[src/rtl/core/mact_pkg.sv]
`timescale 1ns / 1ps
// Shared types, constants and the control-store contents for the moving-average
// crossover trader. Used by every module under rtl/core; depends on nothing.
package mact_pkg;

  // Sizes
  localparam int MAX_WINDOW = 64;
  localparam int RING_AW    = $clog2(MAX_WINDOW);
  localparam int WIN_W      = 7;
  localparam int SEEN_W     = RING_AW + 1;
  localparam int PRICE_W    = 32;
  localparam int TAG_W      = 32;
  localparam int MONEY_W    = 48;
  localparam int SUM_W      = PRICE_W + RING_AW;
  localparam int CMP_W      = SUM_W + WIN_W;
  localparam int FRAC_SH    = 24;
  localparam int HALF_W     = MONEY_W - FRAC_SH;
  localparam int PROD_W     = HALF_W + PRICE_W;
  localparam int SATIN_W    = PROD_W + 1;
  localparam int DIV_STEPS  = MONEY_W;
  localparam int DIV_CW     = $clog2(DIV_STEPS);
  localparam int CFG_IDX_W  = 2;
  localparam int CFG_W      = MONEY_W;

  // Reset values of the configuration and the portfolio
  localparam logic [WIN_W-1:0]   SHORT_RESET = 7'd5;
  localparam logic [WIN_W-1:0]   LONG_RESET  = 7'd20;
  localparam logic [MONEY_W-1:0] CASH_RESET  = 48'd655360000;

  // Configuration register indexes
  localparam logic [CFG_IDX_W-1:0] CFG_SHORT = 2'd0;
  localparam logic [CFG_IDX_W-1:0] CFG_LONG  = 2'd1;
  localparam logic [CFG_IDX_W-1:0] CFG_CASH  = 2'd2;

  // Input item kinds
  localparam logic OPC_SAMPLE  = 1'b0;
  localparam logic OPC_RESTART = 1'b1;

  // Result actions
  localparam logic [1:0] ACT_WARM = 2'd0;
  localparam logic [1:0] ACT_HOLD = 2'd1;
  localparam logic [1:0] ACT_BUY  = 2'd2;
  localparam logic [1:0] ACT_SELL = 2'd3;

  // Datapath operations
  localparam int OP_W = 5;
  localparam logic [OP_W-1:0] OP_NOP     = 5'd0;
  localparam logic [OP_W-1:0] OP_ACCEPT  = 5'd1;
  localparam logic [OP_W-1:0] OP_WRITE   = 5'd2;
  localparam logic [OP_W-1:0] OP_SETUP   = 5'd3;
  localparam logic [OP_W-1:0] OP_SUM     = 5'd4;
  localparam logic [OP_W-1:0] OP_MULL    = 5'd5;
  localparam logic [OP_W-1:0] OP_MULR    = 5'd6;
  localparam logic [OP_W-1:0] OP_HOLD    = 5'd7;
  localparam logic [OP_W-1:0] OP_MLO     = 5'd8;
  localparam logic [OP_W-1:0] OP_MHI     = 5'd9;
  localparam logic [OP_W-1:0] OP_PSUM    = 5'd10;
  localparam logic [OP_W-1:0] OP_SELL    = 5'd11;
  localparam logic [OP_W-1:0] OP_DIVINIT = 5'd12;
  localparam logic [OP_W-1:0] OP_DIVSTEP = 5'd13;
  localparam logic [OP_W-1:0] OP_BUY     = 5'd14;
  localparam logic [OP_W-1:0] OP_EMIT    = 5'd15;
  localparam logic [OP_W-1:0] OP_RESTART = 5'd16;

  // Jump conditions
  localparam int COND_W = 4;
  localparam logic [COND_W-1:0] C_NEXT     = 4'd0;
  localparam logic [COND_W-1:0] C_ALWAYS   = 4'd1;
  localparam logic [COND_W-1:0] C_NOACC    = 4'd2;
  localparam logic [COND_W-1:0] C_RESTART  = 4'd3;
  localparam logic [COND_W-1:0] C_LOOP     = 4'd4;
  localparam logic [COND_W-1:0] C_NOTREADY = 4'd5;
  localparam logic [COND_W-1:0] C_BUY      = 4'd6;
  localparam logic [COND_W-1:0] C_NOSELL   = 4'd7;
  localparam logic [COND_W-1:0] C_DIVSAT   = 4'd8;
  localparam logic [COND_W-1:0] C_DIVMORE  = 4'd9;
  localparam logic [COND_W-1:0] C_OUTBUSY  = 4'd10;

  // Control-store addresses
  localparam int PC_W = 5;
  localparam logic [PC_W-1:0] PC_IDLE    = 5'd0;
  localparam logic [PC_W-1:0] PC_DECODE  = 5'd1;
  localparam logic [PC_W-1:0] PC_WRITE   = 5'd2;
  localparam logic [PC_W-1:0] PC_SETUP   = 5'd3;
  localparam logic [PC_W-1:0] PC_SUM     = 5'd4;
  localparam logic [PC_W-1:0] PC_DRAIN   = 5'd5;
  localparam logic [PC_W-1:0] PC_MULL    = 5'd6;
  localparam logic [PC_W-1:0] PC_MULR    = 5'd7;
  localparam logic [PC_W-1:0] PC_HOLD    = 5'd8;
  localparam logic [PC_W-1:0] PC_SELLCHK = 5'd9;
  localparam logic [PC_W-1:0] PC_S_MLO   = 5'd10;
  localparam logic [PC_W-1:0] PC_S_MHI   = 5'd11;
  localparam logic [PC_W-1:0] PC_S_PSUM  = 5'd12;
  localparam logic [PC_W-1:0] PC_SELL    = 5'd13;
  localparam logic [PC_W-1:0] PC_DIVINIT = 5'd14;
  localparam logic [PC_W-1:0] PC_DIVCHK  = 5'd15;
  localparam logic [PC_W-1:0] PC_DIVSTEP = 5'd16;
  localparam logic [PC_W-1:0] PC_BUY     = 5'd17;
  localparam logic [PC_W-1:0] PC_V_MLO   = 5'd18;
  localparam logic [PC_W-1:0] PC_V_MHI   = 5'd19;
  localparam logic [PC_W-1:0] PC_V_PSUM  = 5'd20;
  localparam logic [PC_W-1:0] PC_EMIT    = 5'd21;
  localparam logic [PC_W-1:0] PC_RETURN  = 5'd22;
  localparam logic [PC_W-1:0] PC_RESTART = 5'd23;

  typedef struct packed {
    logic [OP_W-1:0]   op;
    logic [COND_W-1:0] cond;
    logic [PC_W-1:0]   target;
    logic              in_rdy;
  } ucode_t;

  typedef struct packed {
    logic no_input;
    logic restart;
    logic loop_more;
    logic not_ready;
    logic buy;
    logic sell;
    logic div_sat;
    logic div_more;
    logic out_busy;
  } status_t;

  // Control store: one control word per step.
  function automatic ucode_t ucode_rom(input logic [PC_W-1:0] pc);
    ucode_t w;
    w = '{OP_NOP, C_ALWAYS, PC_IDLE, 1'b0};
    unique case (pc)
      PC_IDLE:    w = '{OP_ACCEPT,  C_NOACC,    PC_IDLE,    1'b1};
      PC_DECODE:  w = '{OP_NOP,     C_RESTART,  PC_RESTART, 1'b0};
      PC_WRITE:   w = '{OP_WRITE,   C_NEXT,     PC_IDLE,    1'b0};
      PC_SETUP:   w = '{OP_SETUP,   C_NEXT,     PC_IDLE,    1'b0};
      PC_SUM:     w = '{OP_SUM,     C_LOOP,     PC_SUM,     1'b0};
      PC_DRAIN:   w = '{OP_NOP,     C_NEXT,     PC_IDLE,    1'b0};
      PC_MULL:    w = '{OP_MULL,    C_NEXT,     PC_IDLE,    1'b0};
      PC_MULR:    w = '{OP_MULR,    C_NOTREADY, PC_V_MLO,   1'b0};
      PC_HOLD:    w = '{OP_HOLD,    C_BUY,      PC_DIVINIT, 1'b0};
      PC_SELLCHK: w = '{OP_NOP,     C_NOSELL,   PC_V_MLO,   1'b0};
      PC_S_MLO:   w = '{OP_MLO,     C_NEXT,     PC_IDLE,    1'b0};
      PC_S_MHI:   w = '{OP_MHI,     C_NEXT,     PC_IDLE,    1'b0};
      PC_S_PSUM:  w = '{OP_PSUM,    C_NEXT,     PC_IDLE,    1'b0};
      PC_SELL:    w = '{OP_SELL,    C_ALWAYS,   PC_V_MLO,   1'b0};
      PC_DIVINIT: w = '{OP_DIVINIT, C_NEXT,     PC_IDLE,    1'b0};
      PC_DIVCHK:  w = '{OP_NOP,     C_DIVSAT,   PC_BUY,     1'b0};
      PC_DIVSTEP: w = '{OP_DIVSTEP, C_DIVMORE,  PC_DIVSTEP, 1'b0};
      PC_BUY:     w = '{OP_BUY,     C_NEXT,     PC_IDLE,    1'b0};
      PC_V_MLO:   w = '{OP_MLO,     C_NEXT,     PC_IDLE,    1'b0};
      PC_V_MHI:   w = '{OP_MHI,     C_NEXT,     PC_IDLE,    1'b0};
      PC_V_PSUM:  w = '{OP_PSUM,    C_NEXT,     PC_IDLE,    1'b0};
      PC_EMIT:    w = '{OP_EMIT,    C_OUTBUSY,  PC_EMIT,    1'b0};
      PC_RETURN:  w = '{OP_NOP,     C_ALWAYS,   PC_IDLE,    1'b0};
      PC_RESTART: w = '{OP_RESTART, C_ALWAYS,   PC_V_MLO,   1'b0};
      default:    w = '{OP_NOP,     C_ALWAYS,   PC_IDLE,    1'b0};
    endcase
    return w;
  endfunction

  // A window length of zero acts as one, anything above the ring depth as the depth.
  function automatic logic [WIN_W-1:0] eff_window(input logic [WIN_W-1:0] w);
    return (w == '0) ? WIN_W'(1) :
           ((w > WIN_W'(MAX_WINDOW)) ? WIN_W'(MAX_WINDOW) : w);
  endfunction

  function automatic logic [MONEY_W-1:0] sat_money(input logic [SATIN_W-1:0] v);
    return (v[SATIN_W-1:MONEY_W] != '0) ? '1 : v[MONEY_W-1:0];
  endfunction

endpackage

[src/rtl/core/mact_seq.sv]
`timescale 1ns / 1ps
// Microcode sequencer: step counter, control store lookup and conditional jumps.
// Depends on mact_pkg for the control word, status and the control store.
module mact_seq (
  input  logic              clk,
  input  logic              rst,
  input  mact_pkg::status_t status,
  output mact_pkg::ucode_t  ctrl
);

  logic [mact_pkg::PC_W-1:0] pc;
  logic [mact_pkg::PC_W-1:0] pc_next;
  logic                      take;

  assign ctrl = mact_pkg::ucode_rom(pc);

  always_comb begin
    unique case (ctrl.cond)
      mact_pkg::C_NEXT:     take = 1'b0;
      mact_pkg::C_ALWAYS:   take = 1'b1;
      mact_pkg::C_NOACC:    take = status.no_input;
      mact_pkg::C_RESTART:  take = status.restart;
      mact_pkg::C_LOOP:     take = status.loop_more;
      mact_pkg::C_NOTREADY: take = status.not_ready;
      mact_pkg::C_BUY:      take = status.buy;
      mact_pkg::C_NOSELL:   take = !status.sell;
      mact_pkg::C_DIVSAT:   take = status.div_sat;
      mact_pkg::C_DIVMORE:  take = status.div_more;
      mact_pkg::C_OUTBUSY:  take = status.out_busy;
      default:              take = 1'b1;
    endcase
    pc_next = take ? ctrl.target : pc + mact_pkg::PC_W'(1);
  end

  always_ff @(posedge clk) begin
    if (rst) begin
      pc <= mact_pkg::PC_IDLE;
    end else begin
      pc <= pc_next;
    end
  end

endmodule

[config.mk]
export PLATFORM = sky130hd
export DESIGN_NAME = mact_seq
export DESIGN_NICKNAME = d
export VERILOG_FILES = /design/src/rtl/core/mact_pkg.sv /design/src/rtl/core/mact_seq.sv
export SDC_FILE = /design/constraint.sdc
export NUM_CORES = 1
export LEC_CHECK = 0
export BUFFER_PORTS_ARGS = -buffer_cell sky130_fd_sc_hd__buf_4
export CAP_MARGIN = 20
export CORE_ASPECT_RATIO = 1.5
export CORE_MARGIN = 2
export CORE_UTILIZATION = 35
export DETAILED_ROUTE_END_ITERATION = 6
export GPL_TIMING_DRIVEN = 0
export PLACE_DENSITY = 0.59
export RECOVER_POWER = 50
export SLEW_MARGIN = 10
export SYNTH_ARGS = -nofsm -noshare
export SYNTH_HDL_FRONTEND = slang
export SYNTH_SLANG_ARGS = --single-unit
[constraint.sdc]
create_clock -name clk -period 4.8 [get_ports clk]
set_input_delay 0.96 -clock clk [delete_from_list [all_inputs] [get_ports clk]]
set_output_delay 0.96 -clock clk [all_outputs]
set_load 0.03 [all_outputs]
* Word level (Yosys, flattened, before mapping) *
Memory sizes are Yosys's and may differ from the RTL's. A register that Yosys moved wholly into a read port is not among the register bits.
Index checks and enable logic that the tools add are counted.
Widths: inputs -> output; s select.

operators by class
  mux-type cells = 3
  reductions and logical operators = 2
  equality and inequality tests = 9
  $add $sub $neg = 1

operator list
  cell                 count
  $eq 4x3->1 const B   4
  $eq 4x4->1 const B   3
  $mux 5               2
  $pmux 1 s10          1
  $eq 4x2->1 const B   2
  $add 5x1->5 const B  1
  $logic_not 4->1      1
  $logic_not 1->1      1

storage, ports and cells
  input port bits = 11
  output and inout bits = 15
  logic and storage cells = 17
  ROM bits = 480
  flip-flop bits (word level) = 5
  memories = 1

memories
  memory            words  bits a word  read ports  clocked after Yosys merged registers in  wr ports  RTL line         source
  (name not given)  32     15           1           1                                        0         mact_pkg.sv:129  unique case (pc)

* Logic depth before layout (Yosys ltp) *
Gate-level depths: netlist (run 1).

  depth after elaboration = 4
  depth in mapped cells = 11
  mapped depth without buffers = 11

* Least setup slack after synthesis (run 1) *
No wires, ideal clock.

  path type = input -> register
  start point = input port status[4] (netlist bit)
  end point = register ctrl[8] (netlist name)
  slack = 1579 ps
  required time = 4730 ps
  data arrival time = 3151 ps
  setup time = 70 ps
  buffers on the path = 0
  stages on the path = 10
  cells stage by stage = mux2i_1 > o21ai_1 > a32oi_2 > o211ai_4 > or2_2 > a21oi_1 > inv_1 > ha_1 > or3_1 > a21oi_1

on the way
  word-level cells in the longest chain between the ends = 3

ends and longest elaborated chain
  item              RTL line        source
  start, declared   mact_seq.sv:7   input mact_pkg::status_t status,
  $pmux 1 s10       mact_seq.sv:18  unique case (ctrl.cond)
  $mux 5            mact_seq.sv:32  pc_next = take ? ctrl.target : pc + mact_pkg::PC_W'(1);
  $mux 5 (no line)  n/a

Every way passes these cells.
A chain may end at the register's enable or synchronous reset.

* Worst setup path in the final report (run 1) *
  start point = input port status[4] (netlist bit)
  end point = register ctrl[12] (netlist name)

on the way
  word-level cells in the longest chain between the ends = 3

ends and longest elaborated chain
  item              RTL line
  $pmux 1 s10       mact_seq.sv:18
  $mux 5            mact_seq.sv:32
  $mux 5 (no line)  n/a

Every way passes these cells.

==> qor.yml, run 1 <==
sta:
  setup_viol: 0
  fin_crit_ns: 3.547
  drv_slew: 0
  tightestPinTransition_ns: 0.7821
  rsz0062_at_grt: "false"
  tns_ns: 0
  fin_skew_ns: 0.01227
  max_slew_margin: 0.4763
  max_clock_freq_mhz: 281.9
  finalHoldViolCount: 0
  min_period_over_period: 0.7389
final_layout:
  mostFrequentLayoutCell: "dfxtp_1"
  multi_input_area_um2: 673.1
  mostFrequentLayoutCells: "dfxtp_1, clkbuf_1, nor2_1, nand2_1, buf_4"
  area_delta_synth_final_pct: 18.92
  fin_util: 0.4356
  nets: 174
  diodes: 0
  drive_gt1_frac: 0.1871
  num-fill-cells: 329
  seq_area_um2: 400.4
detailed_routing:
  routed_wl_um: 2734
  drc_errors: 0
  wl_met1_um: 1085
  drt_iter0_drc: 31
  vias: 998
  wl_per_cell_um: 14.02
  drtPass1Iterations: 4
  ant_nets: 0
  wl_met3_um: 154
  met2_length_um: 1451
  top_layer: "met4"
  viasPerCell: 5.118
yosys:
  synth-xor-area-share: 0.03784
  synth-main-ff-cell: "dfxtp_1"
  synth_cell_types: 42
  ys_ff_latch: 20
  synth_area_per_cell_um2: 9.113
  yosysSeqAreaShare: 0.3459
  synth_edf_count: 0
  synthMuxAreaShare: 0.1027
  synth_top_family_by_area: "simple AND/OR/NAND/NOR gates"
  synth-simple-area-share: 0.2043
  syn_inst: 127
  ys_warn_count: 0
  syn_area_um2: 1157
  synth_compound_area_frac: 0.1838
  synth_fa_ha_area_frac: 0.07568
  syn-num-nets: 145
  synthArstFlopShare: 0
worst_setup_path:
  worstPathMaxFanout: 6
  startpoint_type: "primary input"
  critPathRequiredTime_ns: 4.94
  criticalPathCategory: "in2reg"
  worstPathArrival_ns: 3.68
  cp-end-kind: "flop"
clock_tree:
  postCtsSetupBuffers: 0
  clk_path_buf_depth: 2
  insertion_delay_ns: 0.27
  h-tree-depth: 1
  hold_buffers: 0
  cts_buffers: 3
  cts_tree: "done"
  cts-resized-gates: 0
  cts_sinks: 20
  path_clk_slew_ns: 0.07
  cts_root_buffer: "clkbuf_8"
global_route:
  grtUsageTotal: 0.1547
  grt-ovfl-total: 0
  grt_pass1_wl_um: 4388
  antenna_found_initial: 0
  grt_pass1_vias: 940
  grt_max_degree: 13
floorplanning:
  die_y_um: 74.43
  ioPinCount: 26
  start_util: 0.3663
  core-area_um2: 3159
  placementRows: 25
  dieWidth_um: 50.95
  die_area_um2: 3792
place:
  io_buffers: 24
  dp_hpwl_um: 2174
  finalWeightedCongestion: 0.8781
status:
  status: "completed"
power_and_ir_drop:
  finalPower_w: 0.001023
  irDropWorstVdd_v: 0.0002997
  power_leakage_nw: 0.5812
  pwr_density_cell_nw_per_um2: 743.0
job:
  drv_cap: 0
hold_path:
  hold_path.class: "reg2reg"
==> worst max-delay path: stages <==
cell and delay [ns]:
buf_4 0.11, mux2i_1 0.12, o21ai_1 0.08, a32oi_2 0.22
o211ai_1 0.34, or2_2 0.41, a21oi_1 0.42, inv_1 0.17
ha_1 0.29, mux2_4 0.28, a32oi_1 0.19, o21ai_1 0.10
==> area by class of cell <==
cell class / count / share of cell area
multi-input combinational: 96 / 0.4891
sequential: 20 / 0.2909
timing repair buffer: 24 / 0.09000
tap: 40 / 0.03636
clock buffer: 3 / 0.03000
buffer: 4 / 0.02273
clock inverter: 1 / 0.02182
inverter: 7 / 0.01909
==> cells by family after synthesis <==
logic type,count (synthesis)
DFF,20
AOI/OAI and AO/OA,28
buffers and inverters,11
and+or+nand+nor,47
muxes,9
adders and majority gates,7
xor gates and xnor gates,5
==> routing by layer <==
metal	up-vias	track usage
met3	4	0.02610
li1	508	-
met1	450	0.1658
met4	0	0.06306
met2	36	0.2944
met5	-	0
==> where the power goes <==
part | internal, W | leakage [nW] | total (W) | switching (W)
registers | 0.000228 | 0.165 | 0.000269 | 0.0000408
clock network | 0.000111 | 0.0357 | 0.000168 | 0.0000571
logic | 0.000221 | 0.381 | 0.000585 | 0.000364
total | 0.000560 | 0.581 | 0.00102 | 0.000462
==> registers in the layout, indices dropped and copies added (netlist names) <==
name  count
pc        5
ctrl     15
==> cells in the mapped netlist, types with 2 or more instances <==
cell	instances	share of area
dfxtp_1	20	0.35
nor2_1	11	0.036
nand2_1	10	0.032
nand3_1	8	0.035
a21oi_1	7	0.030
ha_1	7	0.076
nor2b_1	5	0.027
inv_1	4	0.013
mux2i_1	4	0.035
a32oi_1	3	0.023
inv_2	3	0.0097
mux2i_2	3	0.036
o21ai_0	3	0.013
o21ai_1	3	0.013
xnor2_1	3	0.023
a211oi_1	2	0.013
a31oi_1	2	0.011
and3_1	2	0.011
buf_6	2	0.019
nor3_1	2	0.0086
xor2_1	2	0.015
==> per-stage QoR <==
stage / setup slack [ns] / hold WS (ns) / std cells / area [um^2]
2_1_floorplan: 1.579 / 0.5325 / 127 / 1157
3_3_place_gp: 1.215 / 0.4829 / 191 / 1388
3_5_place_dp: 1.139 / 0.4833 / 191 / 1388
4_1_cts: 1.417 / 0.4965 / 195 / 1459
5_1_grt: 0.9574 / 0.5236 / 195 / 1376
6_report: 1.253 / 0.4933 / 195 / 1376
==> path summary, 6_finish.rpt <==
kind / start / endpoint / slack, ns / depth (start not counted)
worst max-delay path: status[4] / ctrl[12]$_DFF_P_ / 1.25 / 12
worst min-delay path: ctrl[1]$_DFF_P_ / pc[0]$_SDFF_PP0_ / 0.49 / 2
worst max register to register: ctrl[7]$_DFF_P_ / ctrl[12]$_DFF_P_ / 1.51 / 11
worst min register to register: ctrl[1]$_DFF_P_ / pc[0]$_SDFF_PP0_ / 0.49 / 2
(Power assumes the default switching activity.)
==> inputs of run 2 (changes only) <==
- PLACE_DENSITY: 0.59 -> 0.61
- clock period: 4.8 -> 2.8 ns (I/O delays scaled with it)
==> run 2 against run 1 <==
Effect of this change: clock power grew 31%; count of clock-buffer cells in the layout rose by 1; via count up 4.5%; critical endpoint unchanged; global-route usage up 0.29 points; worst setup slack lost 1.1 ns; core utilization up 2.2 points; non-clock buffer count increased by 4.
==> qor.yml, run 2 (synthesis results as in run 1) <==
worst_setup_path:
  slowest_stage: "dfxtp_2"  # was a21oi_1
  path_cells: "mux2i_1, o21ai_1, a32oi_2, o211ai_4, or2_2, a21oi_4, inv_1, ha_1, mux2_4, a32oi_1, o21ai_1"  # was buf_4, mux2i_1, o21ai_1, a32oi_2, o211ai_1, or2_2, a21oi_1, inv_1, ha_1, mux2_4, a32oi_1, o21ai_1
  cpPeakStageDelay_ns: 0.40  # was 0.42 ns
  r2r_start: "ctrl[7]$_DFF_P_"  # unchanged
  regToRegSetupSlack_ns: 0.11  # was 1.51 ns
  worstPathMaxFanout: 8  # was 6
  cp_num_buf_inv: 1  # was 2
  criticalPathCategory: "reg2reg"  # was in2reg
  critPathRequiredTime_ns: 2.94  # was 4.94 ns
  worstRegToRegCells: 11  # unchanged
  startpoint_type: "flop"  # was primary input
  r2r-end: "ctrl[12]$_DFF_P_"  # unchanged
  cp-end-kind: "flop"  # unchanged
  worstPathArrival_ns: 2.83  # was 3.68 ns
  crit_top_cell: "o21ai_1"  # unchanged
  critPathTopFamily: "compound AO/OA/AOI/OAI gates"  # unchanged
sta:
  finalHoldViolCount: 0  # unchanged
  fin_crit_ns: 2.690
  drv_slew: 0  # unchanged
  fin_hold_ws_ns: 0.5586  # was 0.4933 ns
  min_period_over_period: 0.9606
  fin_skew_ns: 0.002060  # was 0.01227 ns
  tns_ns: 0  # unchanged
  tightestPinTransition_ns: 0.4970  # was 0.7821 ns
  rsz0062_at_grt: "false"  # unchanged
  setup_viol: 0  # unchanged
  max_slew_margin: 0.6687  # was 0.4763
  max_clock_freq_mhz: 371.8
detailed_routing:
  vias: 1043  # was 998
  drt_iter0_drc: 32  # was 31
  routed_wl_um: 2743  # was 2734 um
  wl_per_cell_um: 13.78  # was 14.02 um
  top_layer: "met4"  # unchanged
  drc_errors: 0  # unchanged
  ant_nets: 0  # unchanged
  wl_met1_um: 1073  # was 1085 um
  drtPass1Iterations: 4  # unchanged
  viasPerCell: 5.241  # was 5.118
  wl_met3_um: 172  # was 154 um
  met2_length_um: 1459  # was 1451 um
global_route:
  grt_pass1_wl_um: 4519  # was 4388 um
  antenna_found_initial: 0  # unchanged
  grt_max_degree: 12  # was 13
  grtUsageTotal: 0.1576  # was 0.1547
  grt_pass1_vias: 1040  # was 940
  grt-ovfl-total: 0  # unchanged
clock_tree:
  path_clk_slew_ns: 0.07  # about the same
  cts_tree: "done"  # unchanged
  hold_buffers: 0  # unchanged
  cts_sinks: 20  # unchanged
  insertion_delay_ns: 0.26  # was 0.27 ns
  clk_path_buf_depth: 2  # unchanged
  h-tree-depth: 1  # unchanged
  cts_buffers: 3  # unchanged
  cts_root_buffer: "clkbuf_8"  # unchanged
place:
  finalWeightedCongestion: 0.8665  # was 0.8781
  io_buffers: 24  # unchanged
  post_dp_cell_area_um2: 1394  # was 1388 um^2
  dp_hpwl_um: 2090  # was 2174 um
final_layout:
  mostFrequentLayoutCell: "dfxtp_1"  # unchanged
  drive_gt1_frac: 0.2453  # was 0.1871
  num-fill-cells: 326  # was 329
  multi_input_area_um2: 719.4  # was 673.1 um^2
  fin_area_um2: 1445  # was 1376 um^2
  mostFrequentLayoutCells: "dfxtp_1, buf_4, clkbuf_1, nor2_1, nand2_1"  # was dfxtp_1, clkbuf_1, nor2_1, nand2_1, buf_4
  nets: 178  # was 174
  largest_register_ffs: 15  # unchanged
  diodes: 0  # unchanged
  seq_area_um2: 401.6  # was 400.4 um^2
  area_delta_synth_final_pct: 24.87  # was 18.92%
power_and_ir_drop:
  power_leakage_nw: 0.6050  # was 0.5812 nW
  irDropWorstVdd_v: 0.0005135  # was 0.0002997 V
  pwr_density_cell_nw_per_um2: 1284  # was 743.0 nW/um^2
floorplanning:
  die_y_um: 74.43  # unchanged
  placementRows: 25  # unchanged
  core-area_um2: 3159  # unchanged
  die_area_um2: 3792  # unchanged
  start_util: 0.3663  # unchanged
  ioPinCount: 26  # unchanged
  dieWidth_um: 50.95  # unchanged
job:
  drv_cap: 0  # unchanged
hold_path:
  hold_path.class: "reg2reg"  # unchanged
  holdPathEnd: "pc[0]$_SDFF_PP0_"  # unchanged
  holdCritStartpoint: "ctrl[1]$_DFF_P_"  # unchanged
  whs_path_depth: 2  # unchanged
status:
  status: "completed"  # unchanged
run 2: changes by cell type in the layout (fill, tap and decap cells not counted), sizes merged:
cell    before  now
bufinv       1    0
buf         12   18
clkbuf      19   18
run 2: final cells by class:
cell class / count / area share
buffer: 4 / 0.02164
inverter: 7 / 0.01818
multi-input combinational: 96 / 0.4978
tap: 40 / 0.03463
timing repair buffer: 28 / 0.1117
sequential: 20 / 0.2779
clock buffer: 4 / 0.03810
run 2: per-layer routing:
metal  up-vias  global-route usage
met5         -                   0
met2        49              0.2915
met3         4             0.01807
li1        515                   -
met4         0             0.08108
met1       475              0.1746
run 2: through the flow:
stage / instances / setup slack (ns) / utilization / total power [W]
2_1_floorplan: 127 / 0.09015 / - / 0.001300
3_3_place_gp: 191 / -0.1979 / 0.4412 / 0.001566
3_5_place_dp: 191 / -0.2395 / 0.4412 / 0.001582
4_1_cts: 195 / 0.03100 / 0.4638 / 0.001837
5_1_grt: 199 / 0.004136 / 0.4574 / 0.002002
6_report: 199 / 0.1103 / 0.4574 / 0.001856
run 2: power by group:
part	leakage, nW	switching (W)	internal (W)	total (W)
clock	0.0288	0.0000945	0.000125	0.000220
combinational	0.412	0.000678	0.000492	0.00117
sequential	0.164	0.0000735	0.000392	0.000466
run 2: what timing repair did:
| action | CTS | global route |
|---|---|---|
| gates resized for setup | 2 | 0 |
| setup endpoints to repair | 2 | 4 |
| setup buffers | 0 | 4 |
| pin swaps | 0 | 1 |
run 2: worst max path at each step:
stage,slack (ns),depth (start not counted),from,end
2_1_floorplan,0.09,10,status[4],ctrl[8]$_SDFF_PP0_
3_3_place_gp,-0.20,11,status[4],ctrl[8]$_SDFF_PP0_
3_5_place_dp,-0.24,12,status[4],ctrl[12]$_DFF_P_
4_1_cts,0.03,11,ctrl[7]$_DFF_P_,ctrl[12]$_DFF_P_
5_1_grt,0.004,11,ctrl[7]$_DFF_P_,ctrl[11]$_DFF_P_
6_report,0.11,11,ctrl[7]$_DFF_P_,ctrl[12]$_DFF_P_
run 2: worst min-delay path: stages (launching register included):
cell and delay, ns:
dfxtp_1 0.32, nand2_1 0.11, a21oi_1 0.08
==> inputs of run 3 (changes only) <==
- CORE_UTILIZATION: 35 -> 30
- PLACE_DENSITY: 0.61 -> 0.54
==> run 3 against run 2 <==
Effect of this change: via count decreased by 2.2%; first-iteration DRC count decreased by 31%; cell count increased by 1.5%; final area increased by 1.5%; critical path depth decreased by 1; hold slack improved by 0.0047 ns; die area increased by 16%; critical path type unchanged; clock power about the same; worst setup slack improved by 0.0091 ns; combinational power about the same; count of clock-buffer cells in the layout unchanged.
==> qor.yml, run 3 (synthesis results as in run 1) <==
worst_setup_path:
  critPathRequiredTime_ns: 2.99  # was 2.94 ns
  cpPeakStageDelay_ns: 0.39  # was 0.40 ns
  regToRegSetupSlack_ns: 0.12  # was 0.11 ns
  worstPathMaxFanout: 8  # unchanged
  worstRegToRegCells: 10  # was 11
  startpoint_type: "flop"  # unchanged
  worstPathArrival_ns: 2.87  # was 2.83 ns
  path_cells: "mux2i_1, o21ai_1, a32oi_2, o211ai_4, or2_2, a21oi_4, inv_1, ha_1, or3_1, a21oi_2"  # was mux2i_1, o21ai_1, a32oi_2, o211ai_4, or2_2, a21oi_4, inv_1, ha_1, mux2_4, a32oi_1, o21ai_1
  criticalPathCategory: "reg2reg"  # unchanged
  r2r_start: "ctrl[7]$_DFF_P_"  # unchanged
  worstSetupStartpoint: "ctrl[7]$_DFF_P_"  # unchanged
  cp-end-kind: "flop"  # unchanged
  crit_path_end: "ctrl[8]$_SDFF_PP0_"  # was ctrl[12]$_DFF_P_
  r2r-end: "ctrl[8]$_SDFF_PP0_"  # was ctrl[12]$_DFF_P_
  slowest_stage: "dfxtp_4"  # was dfxtp_2
place:
  placedCellCount: 194  # was 191
  pre_cts_ws_ns: -0.3200  # was -0.2395 ns
  finalWeightedCongestion: 0.8314  # was 0.8665
  dp_hpwl_um: 2153  # was 2090 um
  io_buffers: 24  # unchanged
  post_dp_cell_area_um2: 1398  # was 1394 um^2
clock_tree:
  hold_buffers: 0  # unchanged
  cts_root_buffer: "clkbuf_8"  # unchanged
  insertion_delay_ns: 0.26  # about the same
  path_clk_slew_ns: 0.07  # about the same
  h-tree-depth: 1  # unchanged
  clk_path_buf_depth: 2  # unchanged
  cts_sinks: 20  # unchanged
  cts_tree: "done"  # unchanged
  cts_buffers: 3  # unchanged
final_layout:
  diodes: 0  # unchanged
  fin_area_um2: 1466  # was 1445 um^2
  area_delta_synth_final_pct: 26.70  # was 24.87%
  seq_area_um2: 406.6  # was 401.6 um^2
  largest_register_ffs: 15  # unchanged
  num-fill-cells: 397  # was 326
  fin_cells: 202  # was 199
  mostFrequentLayoutCells: "dfxtp_1, buf_4, clkbuf_1, nor2_1, nand2_1"  # unchanged
  mostFrequentLayoutCell: "dfxtp_1"  # unchanged
  fin_util: 0.3982  # was 0.4574
  nets: 178  # unchanged
  multi_input_area_um2: 732.0  # was 719.4 um^2
  drive_gt1_frac: 0.2642  # was 0.2453
sta:
  min_period_over_period: 0.9574  # was 0.9606
  fin_crit_ns: 2.681  # was 2.690 ns
  max_clock_freq_mhz: 373.0  # was 371.8 MHz
  finalHoldViolCount: 0  # unchanged
  fin_skew_ns: 0.001725  # was 0.002060 ns
  drv_slew: 0  # unchanged
  max_slew_margin: 0.6786  # was 0.6687
  setup_viol: 0  # unchanged
  tightestPinTransition_ns: 0.4821  # was 0.4970 ns
  setup_slack_ns: 0.1194  # was 0.1103 ns
detailed_routing:
  drtPass1Iterations: 4  # unchanged
  vias: 1020  # was 1,043
  ant_nets: 0  # unchanged
  drc_errors: 0  # unchanged
  routed_wl_um: 2829  # was 2743 um
  drt_iter0_drc: 22  # was 32
  wl_per_cell_um: 14.00  # was 13.78 um
  viasPerCell: 5.050  # was 5.241
floorplanning:
  die_area_um2: 4381  # was 3792 um^2
  core-area_um2: 3682  # was 3159 um^2
  dieWidth_um: 54.72  # was 50.95 um
  ioPinCount: 26  # unchanged
  start_util: 0.3143  # was 0.3663
  placementRows: 27  # was 25
  die_y_um: 80.07  # was 74.43 um
status:
  status: "completed"  # unchanged
global_route:
  grt-ovfl-total: 0  # unchanged
  met3_usage: 0.01859  # was 0.01807
  grt_pass1_wl_um: 4588  # was 4519 um
  grt_pass1_vias: 987  # was 1,040
  met1_usage: 0.1620  # was 0.1746
  grt_max_degree: 12  # unchanged
  grt.busiest_layer: "met2"  # unchanged
  grt_util_met2: 0.2512  # was 0.2915
  grtUsageTotal: 0.1444  # was 0.1576
  antenna_found_initial: 0  # unchanged
power_and_ir_drop:
  finalPower_w: 0.001876  # was 0.001856 W
  power_frac_seq: 0.250  # was 0.251
  pwr-share-comb: 0.632  # was 0.631
  p_switching_w: 0.0008611  # was 0.0008463 W
  p_int_w: 0.001015  # was 0.001010 W
  swShare: 0.4591  # was 0.4560
  power_leakage_nw: 0.6081  # was 0.6050 nW
  irDropWorstVdd_v: 0.0004848  # was 0.0005135 V
  power.share.clock: 0.117  # was 0.118
  pwr_density_cell_nw_per_um2: 1279  # was 1284 nW/um^2
job:
  drv_cap: 0  # unchanged
hold_path:
  hold_path.class: "reg2reg"  # unchanged
-- run 3: what timing repair did --
item                       in CTS  in global routing
resized for setup               2                  4
pin swaps                       0                  1
hold endpoints to repair        0                  0
setup endpoints to repair       4                  2
setup buffers                   2                  2
-- run 3: worst min-delay path by stage --
stage | startpoint | to | slack [ns] | cells after the start
2_1_floorplan | pc[0]$_SDFF_PP0_ | pc[0]$_SDFF_PP0_ | 0.54 | 2
3_3_place_gp | ctrl[1]$_DFF_P_ | pc[0]$_SDFF_PP0_ | 0.50 | 2
3_5_place_dp | ctrl[1]$_DFF_P_ | pc[0]$_SDFF_PP0_ | 0.50 | 2
4_1_cts | ctrl[1]$_DFF_P_ | pc[0]$_SDFF_PP0_ | 0.55 | 2
5_1_grt | ctrl[1]$_DFF_P_ | pc[0]$_SDFF_PP0_ | 0.61 | 2
6_report | ctrl[1]$_DFF_P_ | pc[0]$_SDFF_PP0_ | 0.56 | 2
-- run 3: area by class of cell --
cell class | instances | share of cell area
sequential | 20 | 0.2773
timing repair buffer | 28 | 0.1101
tap | 43 | 0.03669
inverter | 7 | 0.01792
buffer | 4 | 0.02133
clock buffer | 4 | 0.03754
multi-input combinational | 96 | 0.4991
-- run 3: metal layers --
| metal | vias to the layer above | routed length [um] |
|---|---|---|
| li1 | 518 | - |
| met1 | 475 | 1111 |
| met2 | 22 | 1570 |
| met3 | 5 | 86 |
| met4 | 0 | 60 |
| met5 | - | 0 |
-- run 3: power groups by stage --
| stage | Clock, W | Combinational [W] | Sequential (W) |
|---|---|---|---|
| floorplan | 0 | 0.000694 | 0.000606 |
| CTS | 0.000223 | 0.00119 | 0.000469 |
| finish | 0.000220 | 0.00119 | 0.000469 |
| global placement | 0 | 0.00111 | 0.000473 |
| detailed placement | 0 | 0.00111 | 0.000476 |
| global route | 0.000238 | 0.00129 | 0.000484 |
-- run 3: critical path, delay by kind of cell, from the launching register on --
family / cells / cell delay (ns)
AO/OA/AOI/OAI: 5 / 0.86
adder cells (fa/ha/maj): 1 / 0.33
buffers and inverters: 1 / 0.11
flip-flops: 1 / 0.39
multiplexers: 1 / 0.19
AND/OR/NAND/NOR: 2 / 0.72
-- run 3: stage by stage --
stage                      TNS (ns)  hold WS (ns)
after floorplan                   0        0.5442
after global placement      -0.9176        0.5006
after detailed placement     -1.065        0.5043
after CTS                         0        0.5539
after global routing      -0.007796        0.6113
final                             0        0.5633
